--- src/hbpr_pkg.sv ---
// ---------------------------------------------------------------------------
// hbpr_pkg: shared types and constants for the H-bridge pump run controller
// Codes for commands, phases and directions, register indexes, reset
// values of the configuration registers and the word structs.
// ---------------------------------------------------------------------------
package hbpr_pkg;

   // Configuration register file
   localparam int CSR_INDEX_WIDTH = 1;
   localparam int CSR_DATA_WIDTH  = 32;
   localparam int TIMEOUT_WIDTH   = 32;
   localparam int DEAD_TIME_WIDTH = 16;
   localparam int TICKS_WIDTH     = 32;

   localparam logic [TIMEOUT_WIDTH-1:0]   WATCHDOG_RESET  = 32'd60000;
   localparam logic [DEAD_TIME_WIDTH-1:0] DEAD_TIME_RESET = 16'd50;

   typedef enum logic [CSR_INDEX_WIDTH-1:0] {
      CSR_WATCHDOG  = 1'b0,
      CSR_DEAD_TIME = 1'b1
   } csr_index_type;

   // Item kind
   typedef enum logic {
      OP_TICK    = 1'b0,
      OP_COMMAND = 1'b1
   } op_type;

   // Drive direction; the unused code acts as stop
   typedef enum logic [1:0] {
      DIR_STOP = 2'd0,
      DIR_FWD  = 2'd1,
      DIR_REV  = 2'd2
   } dir_type;

   // Controller phase, also the reported phase code
   typedef enum logic [1:0] {
      PH_IDLE    = 2'd0,
      PH_RUN     = 2'd1,
      PH_TIMEOUT = 2'd2,
      PH_DEAD    = 2'd3
   } phase_type;

   // One input word
   typedef struct packed {
      op_type                 op;
      logic [1:0]             direction;
      logic                   timed;
      logic [TICKS_WIDTH-1:0] run_length;
   } req_item_type;

   // Live configuration
   typedef struct packed {
      logic [TIMEOUT_WIDTH-1:0]   watchdog_timeout;
      logic [DEAD_TIME_WIDTH-1:0] dead_time;
   } cfg_type;

   // One result word
   typedef struct packed {
      logic                   drive_a;
      logic                   drive_b;
      logic                   running;
      phase_type              phase_code;
      logic [TICKS_WIDTH-1:0] remaining;
   } rsp_item_type;

endpackage

--- src/hbridge_pump_run_controller_unit.sv ---
// ---------------------------------------------------------------------------
// hbridge_pump_run_controller_unit: H-bridge pump run controller
// Takes tick and drive command words, drives the two bridge inputs and
// reports running state, phase and remaining time of a timed run.
// ---------------------------------------------------------------------------
// Path: an accepted input word goes through the input register, then the result
// register, where rsp_valid rises; a result-side stall can hold it in between.
// Throughput: one word per cycle; the only stall comes from the result side.
// Reset: synchronous; clears the run state to idle/stop and loads the
// watchdog timeout (60000) and reverse dead time (50) defaults.
module hbridge_pump_run_controller_unit (
   input  logic                                clock,
   input  logic                                reset,
   // input words
   input  logic                                req_valid,
   output logic                                req_stall,
   input  logic                                req_op,
   input  logic [1:0]                          req_direction,
   input  logic                                req_timed,
   input  logic [hbpr_pkg::TICKS_WIDTH-1:0]    req_run_length,
   // result words
   output logic                                rsp_valid,
   input  logic                                rsp_stall,
   output logic                                rsp_drive_a,
   output logic                                rsp_drive_b,
   output logic                                rsp_running,
   output logic [1:0]                          rsp_phase_code,
   output logic [hbpr_pkg::TICKS_WIDTH-1:0]    rsp_remaining,
   // configuration writes
   input  logic                                csr_we,
   input  logic [hbpr_pkg::CSR_INDEX_WIDTH-1:0] csr_index,
   input  logic [hbpr_pkg::CSR_DATA_WIDTH-1:0]  csr_wdata
);
   import hbpr_pkg::*;

   logic         in_valid_ff, in_valid_in;
   req_item_type in_item_ff;
   logic         rsp_valid_ff, rsp_valid_in;
   rsp_item_type rsp_item_ff;
   rsp_item_type step_result;
   cfg_type      cfg_ff, cfg_in;
   logic         advance;
   logic         req_take;

   // Move the held word into the result register when it is free or draining
   assign advance   = in_valid_ff && (!rsp_valid_ff || !rsp_stall);
   assign req_stall = in_valid_ff && !advance;
   assign req_take  = req_valid && !req_stall;

   // Configuration register decode
   always_comb begin
      cfg_in = cfg_ff;
      if (csr_we) begin
         unique case (csr_index_type'(csr_index))
            CSR_WATCHDOG:  cfg_in.watchdog_timeout = csr_wdata[TIMEOUT_WIDTH-1:0];
            CSR_DEAD_TIME: cfg_in.dead_time        = csr_wdata[DEAD_TIME_WIDTH-1:0];
            default: begin
            end
         endcase
      end
   end

   always_ff @(posedge clock) begin
      if (reset) begin
         cfg_ff.watchdog_timeout <= WATCHDOG_RESET;
         cfg_ff.dead_time        <= DEAD_TIME_RESET;
      end else begin
         cfg_ff <= cfg_in;
      end
   end

   // Input register: hold the word until it moves on
   always_comb begin
      in_valid_in = in_valid_ff;
      if (req_take) begin
         in_valid_in = 1'b1;
      end else if (advance) begin
         in_valid_in = 1'b0;
      end
   end

   always_ff @(posedge clock) begin
      if (reset) begin
         in_valid_ff <= 1'b0;
      end else begin
         in_valid_ff <= in_valid_in;
      end
   end

   always_ff @(posedge clock) begin
      if (req_take) begin
         in_item_ff.op         <= op_type'(req_op);
         in_item_ff.direction  <= req_direction;
         in_item_ff.timed      <= req_timed;
         in_item_ff.run_length <= req_run_length;
      end
   end

   // Step logic and run state
   hbpr_core u_core (
      .clock   (clock),
      .reset   (reset),
      .advance (advance),
      .item    (in_item_ff),
      .cfg     (cfg_ff),
      .result  (step_result)
   );

   // Result register: load on advance, drop once taken
   always_comb begin
      rsp_valid_in = rsp_valid_ff;
      if (advance) begin
         rsp_valid_in = 1'b1;
      end else if (!rsp_stall) begin
         rsp_valid_in = 1'b0;
      end
   end

   always_ff @(posedge clock) begin
      if (reset) begin
         rsp_valid_ff <= 1'b0;
      end else begin
         rsp_valid_ff <= rsp_valid_in;
      end
   end

   always_ff @(posedge clock) begin
      if (advance) begin
         rsp_item_ff <= step_result;
      end
   end

   assign rsp_valid      = rsp_valid_ff;
   assign rsp_drive_a    = rsp_item_ff.drive_a;
   assign rsp_drive_b    = rsp_item_ff.drive_b;
   assign rsp_running    = rsp_item_ff.running;
   assign rsp_phase_code = rsp_item_ff.phase_code;
   assign rsp_remaining  = rsp_item_ff.remaining;

   // A held word that can move always shows up as a result next cycle
   assert property (@(posedge clock) disable iff (reset)
      (in_valid_ff && !(rsp_valid_ff && rsp_stall)) |=> rsp_valid_ff)
      else $error("held word did not reach the result register");

   // Both bridge inputs high would short the bridge
   assert property (@(posedge clock) disable iff (reset)
      rsp_valid_ff |-> !(rsp_drive_a && rsp_drive_b))
      else $error("both bridge inputs driven");

   // Running flag follows the phase code
   assert property (@(posedge clock) disable iff (reset)
      rsp_valid_ff |-> (rsp_running == (rsp_phase_code == PH_RUN)))
      else $error("running flag disagrees with phase");

   // Remaining time only during a run or its dead time
   assert property (@(posedge clock) disable iff (reset)
      (rsp_valid_ff && rsp_remaining != '0)
      |-> (rsp_phase_code == PH_RUN || rsp_phase_code == PH_DEAD))
      else $error("remaining time reported while stopped");

endmodule

--- src/hbpr_core.sv ---
// ---------------------------------------------------------------------------
// hbpr_core: run state and single-pass step logic
// Holds the controller state, works out the state after one word and the
// result word that shows it. State advances only when advance is high.
// ---------------------------------------------------------------------------
module hbpr_core (
   input  logic                  clock,
   input  logic                  reset,
   input  logic                  advance,
   input  hbpr_pkg::req_item_type item,
   input  hbpr_pkg::cfg_type     cfg,
   output hbpr_pkg::rsp_item_type result
);
   import hbpr_pkg::*;

   phase_type                  phase_ff, phase_in;
   dir_type                    dir_ff, dir_in;
   logic                       timed_active_ff, timed_active_in;
   logic [TICKS_WIDTH-1:0]     elapsed_ff, elapsed_in;
   logic [TICKS_WIDTH-1:0]     length_ff, length_in;
   logic [DEAD_TIME_WIDTH-1:0] dead_left_ff, dead_left_in;

   logic [TICKS_WIDTH-1:0]     elapsed_inc;
   logic [DEAD_TIME_WIDTH-1:0] dead_dec;
   dir_type                    cmd_dir;
   logic                       cmd_drive;

   // Decode the command direction; the unused code means stop
   always_comb begin
      unique case (dir_type'(item.direction))
         DIR_FWD: cmd_dir = DIR_FWD;
         DIR_REV: cmd_dir = DIR_REV;
         default: cmd_dir = DIR_STOP;
      endcase
      cmd_drive = (cmd_dir != DIR_STOP);
   end

   assign elapsed_inc = (elapsed_ff == '1) ? elapsed_ff : elapsed_ff + 1'b1;
   assign dead_dec    = dead_left_ff - 1'b1;

   // Next state
   always_comb begin
      phase_in        = phase_ff;
      dir_in          = dir_ff;
      timed_active_in = timed_active_ff;
      elapsed_in      = elapsed_ff;
      length_in       = length_ff;
      dead_left_in    = dead_left_ff;

      if (item.op == OP_COMMAND) begin
         if (!cmd_drive) begin
            // stop: halt, drop any timed run
            phase_in        = PH_IDLE;
            dir_in          = DIR_STOP;
            timed_active_in = 1'b0;
         end else begin
            // new direction or not running: restart, going through dead time for reverse when it is nonzero
            if (!(phase_ff == PH_RUN && dir_ff == cmd_dir)) begin
               dir_in          = cmd_dir;
               timed_active_in = 1'b0;
               elapsed_in      = '0;
               if (cmd_dir == DIR_REV && cfg.dead_time != '0) begin
                  phase_in     = PH_DEAD;
                  dead_left_in = cfg.dead_time;
               end else begin
                  phase_in = PH_RUN;
               end
            end
            // timed command always restarts its timer
            if (item.timed) begin
               timed_active_in = 1'b1;
               elapsed_in      = '0;
               length_in       = item.run_length;
            end
         end
      end else begin
         case (phase_ff)
            PH_DEAD: begin
               // count down the dead time, then start reverse drive
               dead_left_in = dead_dec;
               if (dead_dec == '0) begin
                  phase_in   = PH_RUN;
                  elapsed_in = '0;
               end
            end
            PH_TIMEOUT: begin
               phase_in        = PH_IDLE;
               dir_in          = DIR_STOP;
               timed_active_in = 1'b0;
            end
            PH_RUN: begin
               // advance the saturating elapsed count and check the limit
               elapsed_in = elapsed_inc;
               if (timed_active_ff) begin
                  if (elapsed_inc >= length_ff) begin
                     phase_in        = PH_IDLE;
                     dir_in          = DIR_STOP;
                     timed_active_in = 1'b0;
                  end
               end else if (elapsed_inc >= cfg.watchdog_timeout) begin
                  phase_in        = PH_TIMEOUT;
                  dir_in          = DIR_STOP;
                  timed_active_in = 1'b0;
               end
            end
            default: begin
            end
         endcase
      end
   end

   // Result word from the new state
   always_comb begin
      result.drive_a    = (phase_in == PH_RUN) && (dir_in == DIR_FWD);
      result.drive_b    = (phase_in == PH_RUN) && (dir_in == DIR_REV);
      result.running    = (phase_in == PH_RUN);
      result.phase_code = phase_in;
      if (timed_active_in && (elapsed_in < length_in)) begin
         result.remaining = length_in - elapsed_in;
      end else begin
         result.remaining = '0;
      end
   end

   // State registers
   always_ff @(posedge clock) begin
      if (reset) begin
         phase_ff        <= PH_IDLE;
         dir_ff          <= DIR_STOP;
         timed_active_ff <= 1'b0;
         elapsed_ff      <= '0;
         length_ff       <= '0;
         dead_left_ff    <= '0;
      end else if (advance) begin
         phase_ff        <= phase_in;
         dir_ff          <= dir_in;
         timed_active_ff <= timed_active_in;
         elapsed_ff      <= elapsed_in;
         length_ff       <= length_in;
         dead_left_ff    <= dead_left_in;
      end
   end

   // Dead time is never entered with a zero count
   assert property (@(posedge clock) disable iff (reset)
      (phase_ff == PH_DEAD) |-> (dead_left_ff != '0))
      else $error("dead time phase with zero count");

   // A timed run never lingers once the phase has left running or dead time
   assert property (@(posedge clock) disable iff (reset)
      (phase_ff == PH_IDLE || phase_ff == PH_TIMEOUT) |-> !timed_active_ff)
      else $error("timed run active while stopped");

   // Leaving dead time on a tick always starts the run from zero
   assert property (@(posedge clock) disable iff (reset)
      (advance && phase_ff == PH_DEAD && item.op == OP_TICK && phase_in == PH_RUN)
      |=> (elapsed_ff == '0))
      else $error("reverse run did not start from zero");

endmodule
--- config.mk ---
export PLATFORM = sky130hd
export DESIGN_NAME = hbridge_pump_run_controller_unit
export DESIGN_NICKNAME = d
export VERILOG_FILES = /design/src/hbpr_pkg.sv /design/src/hbridge_pump_run_controller_unit.sv /design/src/hbpr_core.sv
export SDC_FILE = /design/constraint.sdc
export NUM_CORES = 1
export LEC_CHECK = 0
export BUFFER_PORTS_ARGS = -buffer_cell sky130_fd_sc_hd__buf_2
export CAP_MARGIN = 20
export CORE_ASPECT_RATIO = 0.75
export CORE_UTILIZATION = 35
export CTS_CLUSTER_SIZE = 20
export DETAILED_ROUTE_END_ITERATION = 10
export SLEW_MARGIN = 5
export SYNTH_ARGS = -nofsm -noshare
export SYNTH_HDL_FRONTEND = slang
export SYNTH_SLANG_ARGS = --single-unit
--- constraint.sdc ---
create_clock -name clock -period 7 [get_ports clock]
set_clock_uncertainty 0.05 [all_clocks]
set_input_delay 1.75 -clock clock [delete_from_list [all_inputs] [get_ports clock]]
set_output_delay 1.75 -clock clock [all_outputs]
set_load 0.01 [all_outputs]
Word-level counts from Yosys, hierarchy flattened
Cells that the tools add are included.
{"block": "word_totals", "memories": 0, "mem_bits_rw": 0, "reg_bits": 208, "elab_cells": 105, "rom_bits": 0, "out_inout_bits": 39, "inputBits": 74, "latch_bits": 0}
{"block": "classes", "multipliers": 0, "n_addsub": 3, "bitwise": 1, "n_reduce_logical": 21, "muxes": 43, "shift": 0, "eq_ne": 15, "div": 0, "n_lt_le_gt_ge": 3}
{"cell": "$mux 32", "count": 9}
{"cell": "$mux 16", "count": 5}
{"cell": "$ge 32x32->1", "count": 2}
{"cell": "$pmux 32 s2", "count": 1}
{"cell": "$add 32x1->32 const B", "count": 1}
{"cell": "$eq 32x32->1 const B", "count": 1}
{"cell": "$lt 32x32->1", "count": 1}
{"cell": "$sub 32x32->32", "count": 1}
{"cell": "$mux 2", "count": 14}
{"cell": "$logic_not 16->1", "count": 1}
{"cell": "$reduce_bool 16->1", "count": 1}
{"cell": "$sub 16x1->16 const B", "count": 1}
{"cell": "$eq 2x2->1 const B", "count": 5}
{"cell": "$mux 1", "count": 10}
{"cell": "$eq 2x1->1 const B", "count": 4}
{"cell": "$logic_and 1x1->1", "count": 8}
{"cell": "$pmux 2 s2", "count": 2}
{"cell": "$ne 2x1->1 const B", "count": 3}
{"cell": "$pmux 2 s3", "count": 1}
{"cell": "$reduce_bool 2->1", "count": 3}
{"cell": "$reduce_and 5->1", "count": 1}
{"cell": "$logic_not 1->1", "count": 4}
{"cell": "$reduce_and 2->1", "count": 2}
{"cell": "$eq 2x2->1", "count": 1}
{"cell": "4 further kinds", "count": 4}

Depth between registers and ports, before layout
Gate-level depths: netlist of run 1.
{"block": "depth", "depth_word": 10, "ltp_mapped": 26}

Modules after synthesis
From an unflattened synthesis of run 1, not the netlist that was laid out.
{"block": "hier_totals", "cells_unflattened": 1483, "area_unflattened_um2": 13342.8}
{"mod": "hbpr_core", "cells_each": 1197, "n_inst": 1, "area_per_inst_um2": 8968.6, "seq_area_each_um2": 1701.6}
{"mod": "hbridge_pump_run_controller_unit", "cells_each": 286, "n_inst": 1, "area_per_inst_um2": 4374.2, "seq_area_each_um2": 3193.1}

Worst setup path before layout of run 1
Ideal clock, no wire load.
{"block": "synth_timing", "kind": "reg-to-reg", "startpoint": "register u_core.dead_left_ff[0]", "endpoint": "register rsp_item_ff (netlist bit rsp_remaining[11]), data pin", "synth_period_minus_slack_ns": 5.189, "arrival_ns": 4.869, "stages_incl_launch_ff": 25, "slack_ns": 1.811, "path_cell_list": "dfxtp_1 inv_1 ha_1 buf_2 or4b_1 clkbuf_1 nor2_1 xnor2_1 o2111a_1 a31o_1 buf_6 o21ai_1 buf_2 a22oi_1 fa_1 a21o_1 a311oi_1 nor2_1 o31a_1 a31oi_1 o21ba_2 o22ai_1 nand2_1 clkbuf_1 nor3_1"}
{"block": "synth_via", "elab_chain_cells": 7, "word_cells_on_any_way": 8, "cone_classes": "add/sub (2); order compare (1); mux (3); reduce/logical (2)"}
{"item": "from (decl)", "line": "hbpr_core.sv:21", "rtl": "logic [DEAD_TIME_WIDTH-1:0] dead_left_ff, dead_left_in;"}
{"item": "from (signal assigned)", "line": "hbpr_core.sv:140", "rtl": "dead_left_ff <= dead_left_in;"}
{"item": "$sub 16x1->16 *", "line": "hbpr_core.sv:39", "rtl": "assign dead_dec = dead_left_ff - 1'b1;"}
{"item": "$logic_not 16->1 *", "line": "hbpr_core.sv:81", "rtl": "if (dead_dec == '0) begin"}
{"item": "$mux 32 *", "line": "hbpr_core.sv:81"}
{"item": "$pmux 32 s2 *", "line": "hbpr_core.sv:77", "rtl": "case (phase_ff)"}
{"item": "$mux 32 *", "line": "hbpr_core.sv:50", "rtl": "if (item.op == OP_COMMAND) begin"}
{"item": "$lt 32x32->1", "line": "hbpr_core.sv:118", "rtl": "if (timed_active_in && (elapsed_in < length_in)) begin"}
{"item": "$logic_and 1x1->1", "line": "hbpr_core.sv:118"}
{"item": "to (signal assigned)", "line": "hbridge_pump_run_controller_unit.sv:129", "rtl": "rsp_item_ff <= step_result;"}
{"item": "to (decl)", "line": "hbridge_pump_run_controller_unit.sv:39", "rtl": "rsp_item_type rsp_item_ff;"}
Every way passes the cells marked *; elsewhere a longest branch is shown, timed or not.
A chain may end at the register's enable or synchronous reset.

Worst setup path in the final report of run 1
{"block": "layout_timing", "startpoint": "register u_core.dead_left_ff[1]", "endpoint": "register rsp_item_ff (netlist bit rsp_remaining[26]), data pin"}
Same word-level chain as after synthesis.

==> impl_metrics.toml, run 1 <==
[routing]
num_vias = 11300
viasPerCell = 5.49
met2_wirelength_mm = 15.7
totalWireLength_mm = 37.3
dr.pass1.iters = 5
drc = 0
wl_per_cell_um = 18.2
wl_met3_mm = 2.59
drtIter0Drc = 1013
top_layer = "met4"
wl_met1_mm = 18.4
final_antenna_net_count = 0

[timing]
slew_headroom_pct = 38.1
setup_tns_ns = 0
period_minus_slack_ns = 6.15
rsz0062_at_grt = "false"
finalCritPeriodShare_pct = 87.9
hold_violations = 0
slew_violations = 0
setup_viol = 0
worst_pin_slew_ns = 0.929
fmax_mhz = 163

[power]
share_comb_of_total_power_pct = 18.7
p_leak_nw = 5.94
peakVddDrop_uv = 168
switching_share_pct = 28.8
p_int_mw = 2.27
pwr-share-seq_pct = 42.0
power.switching_uw = 921
clkPwrFrac_pct = 39.3
powerDensity_mw_per_mm2 = 219

[clock_tree]
clock_latency_ns = 0.55
root_buffer = "clkbuf_16"
path_clk_slew_ns = 0.06
cts_resized = 0
hold_buffers = 0
numCtsBuffers = 24
cts_buffer_depth = 3
cts_tree = "yes"
cts_setup_buffers = 0
cts_sinks = 208
cts_htree_levels = 1

[floorplan]
design.core.area_mm2 = 0.0360
dieHeight_um = 168
rows = 60
die_w_um = 223
die_area_mm2 = 0.0375
start_util_pct = 35.7
io_pins = 113

[setup_path]
setup.worst_path.start_class = "register"
path_class = "reg2reg"
end_kind = "register"
path_max_fanout = 30
required_ns = 7.21
cp.arrival_ns = 6.37

[layout]
drive_gt1_share_pct = 14.4
fin_nets = 1746
layout_common_cells = "nand2_1 (169), nor2_1 (162), dfxtp_1 (135)"
fill_cells = 3678
final_common_cell = "nand2_1"
final_area_mm2 = 0.0146
area_delta_synth_final_pct = 13.3
fin_cells = 2050
seq_area_mm2 = 0.00489
multi_input_area_mm2 = 0.00725

[global_route]
globalRouteTotalUtil_pct = 19.8
overflow = 0
grt_start_max_net_pins = 71
grt_pass1_vias = 10700
grt_pass1_wl_mm = 58.8
antenna_found_initial = 0

[status]
run_status = "finished, final reports clean"

[synth]
synth_edf_count = 73
syn-num-nets = 1680
syn_inst = 1500
ys_seq_elements = 208
ys.warnings.count = 0
netlist_area_mm2 = 0.0129
postSynth.asyncResetShare_pct = 0
yosysSeqAreaShare_pct = 38.0
synth_ff_type = "dfxtp_1"
synth.avg_cell_area_um2 = 8.58
yosysUniqueCellTypes = 71

[flow_run]
drv_cap = 0

[placed_design]
placed_area_mm2 = 0.0138
dpl.cell_count = 2004
portBuffers = 112
routabilityCongestion = 0.928
place_hpwl_mm = 28.1

[min_path]
hold_path_class = "reg2reg"
-- registers in the layout, indices dropped and copies added, names as in the netlist --
signal                  flops
cfg_ff                     48
in_item_ff                 36
rsp_remaining              32
u_core.elapsed_ff          32
u_core.length_ff           32
u_core.dead_left_ff        16
rsp_phase_code              2
u_core.dir_ff               2
u_core.phase_ff             2
in_valid_ff                 1
rsp_drive_a                 1
rsp_drive_b                 1
rsp_running                 1
rsp_valid                   1
u_core.timed_active_ff      1
-- layer usage --
layer  vias up  track usage, %
met3        50            4.15
met5         -               0
met4         0            4.32
li1       5522               -
met1      5344            28.9
met2       337            29.9
-- metrics by stage --
| step | worst slack, ns | total power, mW | util, % | hold slack [ns] |
|---|---|---|---|---|
| global route | 0.323 | 3.36 | 40.4 | 0.423 |
| global placement | 1.15 | 1.95 | 38.2 | 0.397 |
| detailed placement | 0.892 | 1.95 | 38.2 | 0.397 |
| finish | 0.846 | 3.19 | 40.4 | 0.403 |
| CTS | 0.850 | 3.22 | 40.4 | 0.406 |
| floorplan | 1.81 | 1.78 | - | 0.386 |
-- worst max-delay path: stages (launching register included) --
cell and delay (ns):
dfxtp_1 0.35, inv_1 0.11, ha_1 0.33, or4b_1 0.61
nor2_1 0.19, xnor2_1 0.10, o2111a_1 0.15, a31o_1 0.22
buf_4 0.18, o21ai_1 0.64, a22oi_1 0.30, fa_1 0.49
a21o_1 0.22, a311oi_1 0.28, nor2_1 0.12, o31a_1 0.35
a31oi_1 0.36, o21ba_2 0.21, o22ai_1 0.10, nand2_1 0.09
buf_4 0.30, nor2_1 0.10
-- synth_stat cells (5+ instances only) --
master | instances | share of area [%]
a22oi_1 | 31 | 1.8
ha_1 | 105 | 10
edfxtp_1 | 73 | 17
nand2b_1 | 10 | 0.49
a311oi_1 | 11 | 0.75
a31oi_1 | 9 | 0.44
buf_2 | 9 | 0.35
and3_1 | 17 | 0.83
mux2i_1 | 7 | 0.54
nor2b_1 | 9 | 0.44
nor3b_1 | 8 | 0.47
o21a_1 | 7 | 0.41
xor2_1 | 24 | 1.6
inv_1 | 95 | 2.8
nor4_1 | 11 | 0.53
mux2_2 | 31 | 2.7
o211ai_1 | 7 | 0.41
a21o_1 | 24 | 1.4
nand3_1 | 19 | 0.74
a21oi_1 | 104 | 4.0
a211oi_1 | 52 | 3.0
o31ai_1 | 6 | 0.35
a211o_1 | 9 | 0.61
o22ai_1 | 12 | 0.58
xnor2_1 | 35 | 2.4
or3_1 | 9 | 0.44
nor2_1 | 162 | 4.7
a22o_1 | 15 | 1.0
or2_2 | 10 | 0.49
dfxtp_1 | 135 | 21
clkbuf_1 | 68 | 2.0
nand4_1 | 33 | 1.6
nor3_1 | 25 | 0.97
buf_6 | 5 | 0.44
and2_1 | 7 | 0.34
buf_1 | 7 | 0.20
o21ai_0 | 72 | 2.8
nand2_1 | 170 | 5.0
-- cell type report --
class,count,area share [%]
flip-flops and latches,208,33.6
diodes,1,0.0172
clock buffers,32,4.68
repair buffers,129,4.79
clock inverters,12,0.747
multi-input cells,1108,49.7
inverters,95,2.45
well taps,465,3.99
-- cell families after synthesis --
group	Yosys count	synth area share, %
and+or+nand+nor	508	18.4
AOI/OAI and AO/OA	397	20.1
DFF	208	38.0
buffers and inverters	184	5.75
adders and majority gates	106	10.4
xor gates and xnor gates	59	4.02
muxes	38	3.26
-- worst paths after layout --
kind	cells after the start	end	start	slack [ns]
max	21	rsp_remaining[26]	u_core.dead_left_ff[1]	0.85
min	2	cfg_ff[19]	cfg_ff[19]	0.40
max reg2reg	21	rsp_remaining[26]	u_core.dead_left_ff[1]	0.85
min reg2reg	2	cfg_ff[19]	cfg_ff[19]	0.40
-- power by group through the flow --
stage / clock, mW / combinational (mW) / sequential [mW]
6_report: 1.26 / 0.597 / 1.34
5_1_grt: 1.35 / 0.668 / 1.35
4_1_cts: 1.29 / 0.593 / 1.34
3_5_place_dp: 0 / 0.588 / 1.37
3_3_place_gp: 0 / 0.582 / 1.37
2_1_floorplan: 0 / 0.424 / 1.36
(Power assumes the default switching activity.)
==> run 2: changes to the inputs <==
--- a/config.mk
+++ b/config.mk
@@ -5,10 +5,11 @@
 export SDC_FILE = /design/constraint.sdc
 export NUM_CORES = 1
 export LEC_CHECK = 0
-export BUFFER_PORTS_ARGS = -buffer_cell sky130_fd_sc_hd__buf_2
+export BUFFER_PORTS_ARGS = -buffer_cell sky130_fd_sc_hd__buf_4
 export CAP_MARGIN = 20
 export CORE_ASPECT_RATIO = 0.75
 export CORE_UTILIZATION = 35
+export CTS_BUF_LIST = sky130_fd_sc_hd__clkbuf_16
 export CTS_CLUSTER_SIZE = 20
 export DETAILED_ROUTE_END_ITERATION = 10
 export SLEW_MARGIN = 5
==> run 2 against run 1 <==
Count of clock-buffer cells in the layout is 6 lower. Global-route usage grew 0.14 points. Critical endpoint is now rsp_remaining[28]. Final area up 1.5%. Worst hold slack better by 0.0017 ns. Core utilization is 0.60 points higher. Combinational power is 3% higher. Clock power decreased by 6%. Critical path depth down 3. Sequential power about the same.
==> impl_metrics.toml, run 2 (same netlist as run 1, synthesis figures left out) <==
[status]
run_status = "finished, final reports clean"

[clock_tree]
cts_resized = 0
path_clk_slew_ns = 0.06
cts_setup_buffers = 0
cts_sinks = 208
clock_latency_ns = 0.54
cts_htree_levels = 1
cts_tree = "yes"
root_buffer = "clkbuf_16"
cts_buffer_depth = 3
numCtsBuffers = 24
hold_buffers = 0

[layout]
drive_gt1_share_pct = 13.9
largest_reg_flops = 48
layout_common_cells = "nand2_1 (169), nor2_1 (162), dfxtp_1 (135)"
area_delta_synth_final_pct = 14.9
largest_registers = "cfg_ff x48, in_item_ff x36"
final_common_cell = "nand2_1"
fin_cells = 2048
fin_nets = 1745
diodes = 0
top_register = "cfg_ff"

[global_route]
overflow = 0
grt_start_max_net_pins = 68
grt_pass1_wl_mm = 59.1
antenna_found_initial = 0
globalRouteTotalUtil_pct = 20.0
grt_pass1_vias = 10500

[timing]
slew_headroom_pct = 32.6
setup_viol = 0
slew_violations = 0
period_minus_slack_ns = 6.32
worst_pin_slew_ns = 0.986
rsz0062_at_grt = "false"
finalCritPeriodShare_pct = 90.3
hold_violations = 0
fin_hold_ws_ns = 0.405
fmax_mhz = 158
setup_tns_ns = 0

[routing]
drtIter0Drc = 978
num_vias = 11300
drc = 0
wl_per_cell_um = 18.5
final_antenna_net_count = 0
totalWireLength_mm = 37.9
dr.pass1.iters = 5
viasPerCell = 5.50

[placed_design]
dpl.cell_count = 2003
routabilityCongestion = 0.916
portBuffers = 112
place_hpwl_mm = 28.5

[floorplan]
dieHeight_um = 168
rows = 60
design.core.area_mm2 = 0.0360
die_w_um = 223
io_pins = 113
start_util_pct = 35.7
die_area_mm2 = 0.0375

[setup_path]
critPathMaxStageDelay_ns = 0.87
reg2reg_slack_ns = 0.68
cp.arrival_ns = 6.63
end_kind = "register"
path_class = "reg2reg"
required_ns = 7.31
cpMaxStageDelayCell = "a2111oi_0"
setup.worst_path.start_class = "register"
cpMostUsedCell = "nand4_1"
worst-path-buf-inv = 2
path_max_fanout = 30
crit_family = "simple AND/OR/NAND/NOR gates"
path_cells = "nand4_1, nor4_1, nand4_1, and4_1, and3_1, nand4_1, xnor2_1, ha_1, a211oi_1, nor2_1, a2111oi_0, o211ai_1, o221a_2, o21ai_0, buf_4, nand2_1, buf_4, nor3b_1"

[min_path]
hold_path_class = "reg2reg"

[power]
total_power_mw = 3.14
powerDensity_mw_per_mm2 = 212
peakVddDrop_uv = 139
p_leak_nw = 6.01

[flow_run]
drv_cap = 0
==> run 2: cell count changes in the layout (fill, tap and decap cells not counted) <==
cell,change
clkbuf_16,+2
buf_8,+1
diode_2,-1
inv_1,+5
buf_4,+109
clkbuf_2,-1
clkinv_1,+4
bufinv_16,-1
clkinv_2,+2
clkinv_8,-1
buf_2,-111
clkbuf_8,-5
clkbuf_1,-2
clkinv_4,-3
==> run 2: power by group <==
part	switching, mW	internal, mW	total (mW)
clock	0.518	0.665	1.18
sequential	0.0300	1.31	1.34
combinational	0.361	0.252	0.613
==> run 2: worst paths after layout <==
| check | start | end | cells after the start |
|---|---|---|---|
| worst max-delay path | u_core.elapsed_ff[14] | rsp_remaining[28] | 18 |
| worst min-delay path | cfg_ff[20] | cfg_ff[20] | 2 |
| worst max register to register | u_core.elapsed_ff[14] | rsp_remaining[28] | 18 |
| worst min register to register | cfg_ff[20] | cfg_ff[20] | 2 |
==> run 2: routing by layer <==
layer / part of all wire, % / track usage [%]
met5: 0 / 0
met4: 1.9 / 4.35
met3: 7.0 / 4.21
met2: 42 / 29.8
met1: 49 / 29.4
==> run 2: final cells by class <==
cell class | instances | area [um2]
Inverter | 95 | 357
Timing Repair Buffer | 128 | 976
Multi-Input combinational cell | 1108 | 7250
Sequential cell | 208 | 4890
Clock inverter | 18 | 80.1
Tap cell | 465 | 582
Fill cell | 3644 | 21200
Clock buffer | 26 | 651
==> run 2: tightest hold or removal path, delay by kind of cell, from the launching register on <==
kind / cells / cell delay (ns)
DFF: 1 / 0.31
AOI/OAI and AO/OA: 1 / 0.05
and+or+nand+nor: 1 / 0.05
==> run 2: through the flow <==
step           utilization, %  setup WS, ns  cell area (um2)
3_5_place_dp             39.0         0.865            14000
3_3_place_gp             38.9          1.24            14000
6_report                 41.0         0.678            14800
5_1_grt                  41.0         0.309            14800
4_1_cts                  41.0         0.818            14800
2_1_floorplan               -          1.81            12900
==> run 3: changes to the inputs <==
--- a/config.mk
+++ b/config.mk
@@ -7,8 +7,8 @@
 export LEC_CHECK = 0
 export BUFFER_PORTS_ARGS = -buffer_cell sky130_fd_sc_hd__buf_4
 export CAP_MARGIN = 20
-export CORE_ASPECT_RATIO = 0.75
-export CORE_UTILIZATION = 35
+export CORE_ASPECT_RATIO = 1.75
+export CORE_UTILIZATION = 25
 export CTS_BUF_LIST = sky130_fd_sc_hd__clkbuf_16
 export CTS_CLUSTER_SIZE = 20
 export DETAILED_ROUTE_END_ITERATION = 10
==> run 3 against run 2 <==
Critical path depth increased by 2. Register-to-register slack improved by 0.07 ns. Sequential power about the same. Worst hold slack got worse by 0.00080 ns. Setup slack improved by 0.072 ns. First-iteration DRC count decreased by 30%. Fmax increased by 1.2%. Largest power group unchanged.
==> impl_metrics.toml, run 3 (same netlist as run 1, synthesis figures left out) <==
[status]
run_status = "finished, final reports clean"

[layout]
fill_cells = 5313
fin_cells = 2251
drive_gt1_share_pct = 14.0
fin_nets = 1747
utilization_pct = 29.8
top_register = "cfg_ff"
layout_common_cells = "nand2_1 (169), nor2_1 (162), dfxtp_1 (135)"
final_common_cell = "nand2_1"
largest_registers = "cfg_ff x48, in_item_ff x36"
diodes = 0
area_delta_synth_final_pct = 17.3
largest_reg_flops = 48

[timing]
rsz0062_at_grt = "false"
finalCritPeriodShare_pct = 89.3
setup_viol = 0
slew_violations = 0
slew_headroom_pct = 28.7
hold_violations = 0
setup_tns_ns = 0
worst_pin_slew_ns = 1.06
fmax_mhz = 160
period_minus_slack_ns = 6.25

[placed_design]
dpl.cell_count = 2206
routabilityCongestion = 0.985
place_hpwl_mm = 32.7
portBuffers = 112

[clock_tree]
path_clk_slew_ns = 0.06
cts_tree = "yes"
cts_htree_levels = 1
root_buffer = "clkbuf_16"
clock_latency_ns = 0.55
cts_sinks = 208
cts_setup_buffers = 0
cts_buffer_depth = 3
cts_resized = 0
hold_buffers = 0
numCtsBuffers = 24

[setup_path]
cp.arrival_ns = 6.49
required_ns = 7.24
setup.worst_path.start_class = "register"
reg2reg_slack_ns = 0.75
path_max_fanout = 24
reg2reg_from = "u_core.dead_left_ff[1]"
r2r_cells = 20
path_class = "reg2reg"
r2r-end = "rsp_remaining[31]"
end_kind = "register"

[floorplan]
rows = 109
dieHeight_um = 302
die_w_um = 173
die_area_mm2 = 0.0524
io_pins = 113
design.core.area_mm2 = 0.0506
start_util_pct = 25.4

[flow_run]
drv_cap = 0

[routing]
top_layer = "met4"
met2_wirelength_mm = 23.0
wl_per_cell_um = 18.6
wl_met1_mm = 15.6
totalWireLength_mm = 41.8
num_vias = 11200
wl_met3_mm = 1.42
viasPerCell = 4.96
drc = 0
drtIter0Drc = 685
dr.pass1.iters = 5
final_antenna_net_count = 0

[power]
p_leak_nw = 6.03
pwr-share-seq_pct = 41.7
peakVddDrop_uv = 161
share_comb_of_total_power_pct = 19.4
switching_share_pct = 29.1
p_int_mw = 2.28
power.switching_uw = 937
powerDensity_mw_per_mm2 = 213
clkPwrFrac_pct = 38.8

[min_path]
whs_endpoint = "cfg_ff[36]"
hold_depth = 2
min-delay-start = "cfg_ff[36]"
hold_path_class = "reg2reg"

[global_route]
globalRouteTotalUtil_pct = 15.8
grt_start_max_net_pins = 71
overflow = 0
antenna_found_initial = 0
grt_pass1_vias = 11200
grt_pass1_wl_mm = 64.2
run 3: final cells by class:
type / instances / area (um2) / share of cell area (%)
Sequential cell: 208 / 4890 / 32.4
Tap cell: 666 / 833 / 5.52
Multi-Input combinational cell: 1108 / 7250 / 48.0
Clock buffer: 25 / 626 / 4.14
Clock inverter: 19 / 145 / 0.961
Timing Repair Buffer: 130 / 987 / 6.54
Inverter: 95 / 357 / 2.36
run 3: worst max-delay path, stage by stage (launching register included):
cell and delay (ns):
dfxtp_1 0.35, inv_1 0.12, ha_1 0.38, or4b_1 0.65, nor2_1 0.22, xnor2_1 0.18
o2111a_1 0.26, a31o_1 0.50, o21ai_1 0.12, buf_4 0.27, a22oi_1 0.40, ha_1 0.33
nor2b_1 0.15, o2111ai_1 0.32, a21boi_0 0.18, o31ai_1 0.67, a211oi_1 0.19, o21ai_0 0.28
o2bb2ai_1 0.16, xor2_1 0.17, nor2_1 0.06
run 3: how the worst max path moves through the flow:
stage / slack [ns] / cells past startpoint / end / start
CTS: 0.84 / 21 / rsp_remaining[5] / u_core.dead_left_ff[1]
floorplan: 1.81 / 24 / rsp_remaining[11] / u_core.dead_left_ff[0]
global route: 0.38 / 21 / rsp_remaining[9] / u_core.dead_left_ff[1]
global placement: 0.90 / 21 / rsp_remaining[9] / u_core.dead_left_ff[1]
finish: 0.75 / 20 / rsp_remaining[31] / u_core.dead_left_ff[1]
detailed placement: 0.86 / 21 / rsp_remaining[5] / u_core.dead_left_ff[1]
run 3: per-layer routing:
layer,vias to the layer above,global-route usage (%)
met4,0,7.16
li1,5508,-
met3,86,1.56
met2,288,31.9
met1,5279,16.0
met5,-,0
run 3: per-stage QoR:
stage / power (mW) / hold slack (ns) / cell area, um2 / setup WS (ns)
CTS: 3.26 / 0.407 / 15100 / 0.838
finish: 3.22 / 0.404 / 15100 / 0.750
global placement: 1.99 / 0.396 / 14300 / 0.898
global route: 3.37 / 0.425 / 15100 / 0.378
detailed placement: 1.99 / 0.399 / 14300 / 0.858
floorplan: 1.78 / 0.386 / 12900 / 1.81
run 3: power groups by stage:
stage	logic (mW)	clock network, mW	registers (mW)
2_1_floorplan	0.424	0	1.36
3_3_place_gp	0.619	0	1.37
4_1_cts	0.628	1.29	1.34
3_5_place_dp	0.625	0	1.37
5_1_grt	0.693	1.33	1.35
6_report	0.626	1.25	1.34
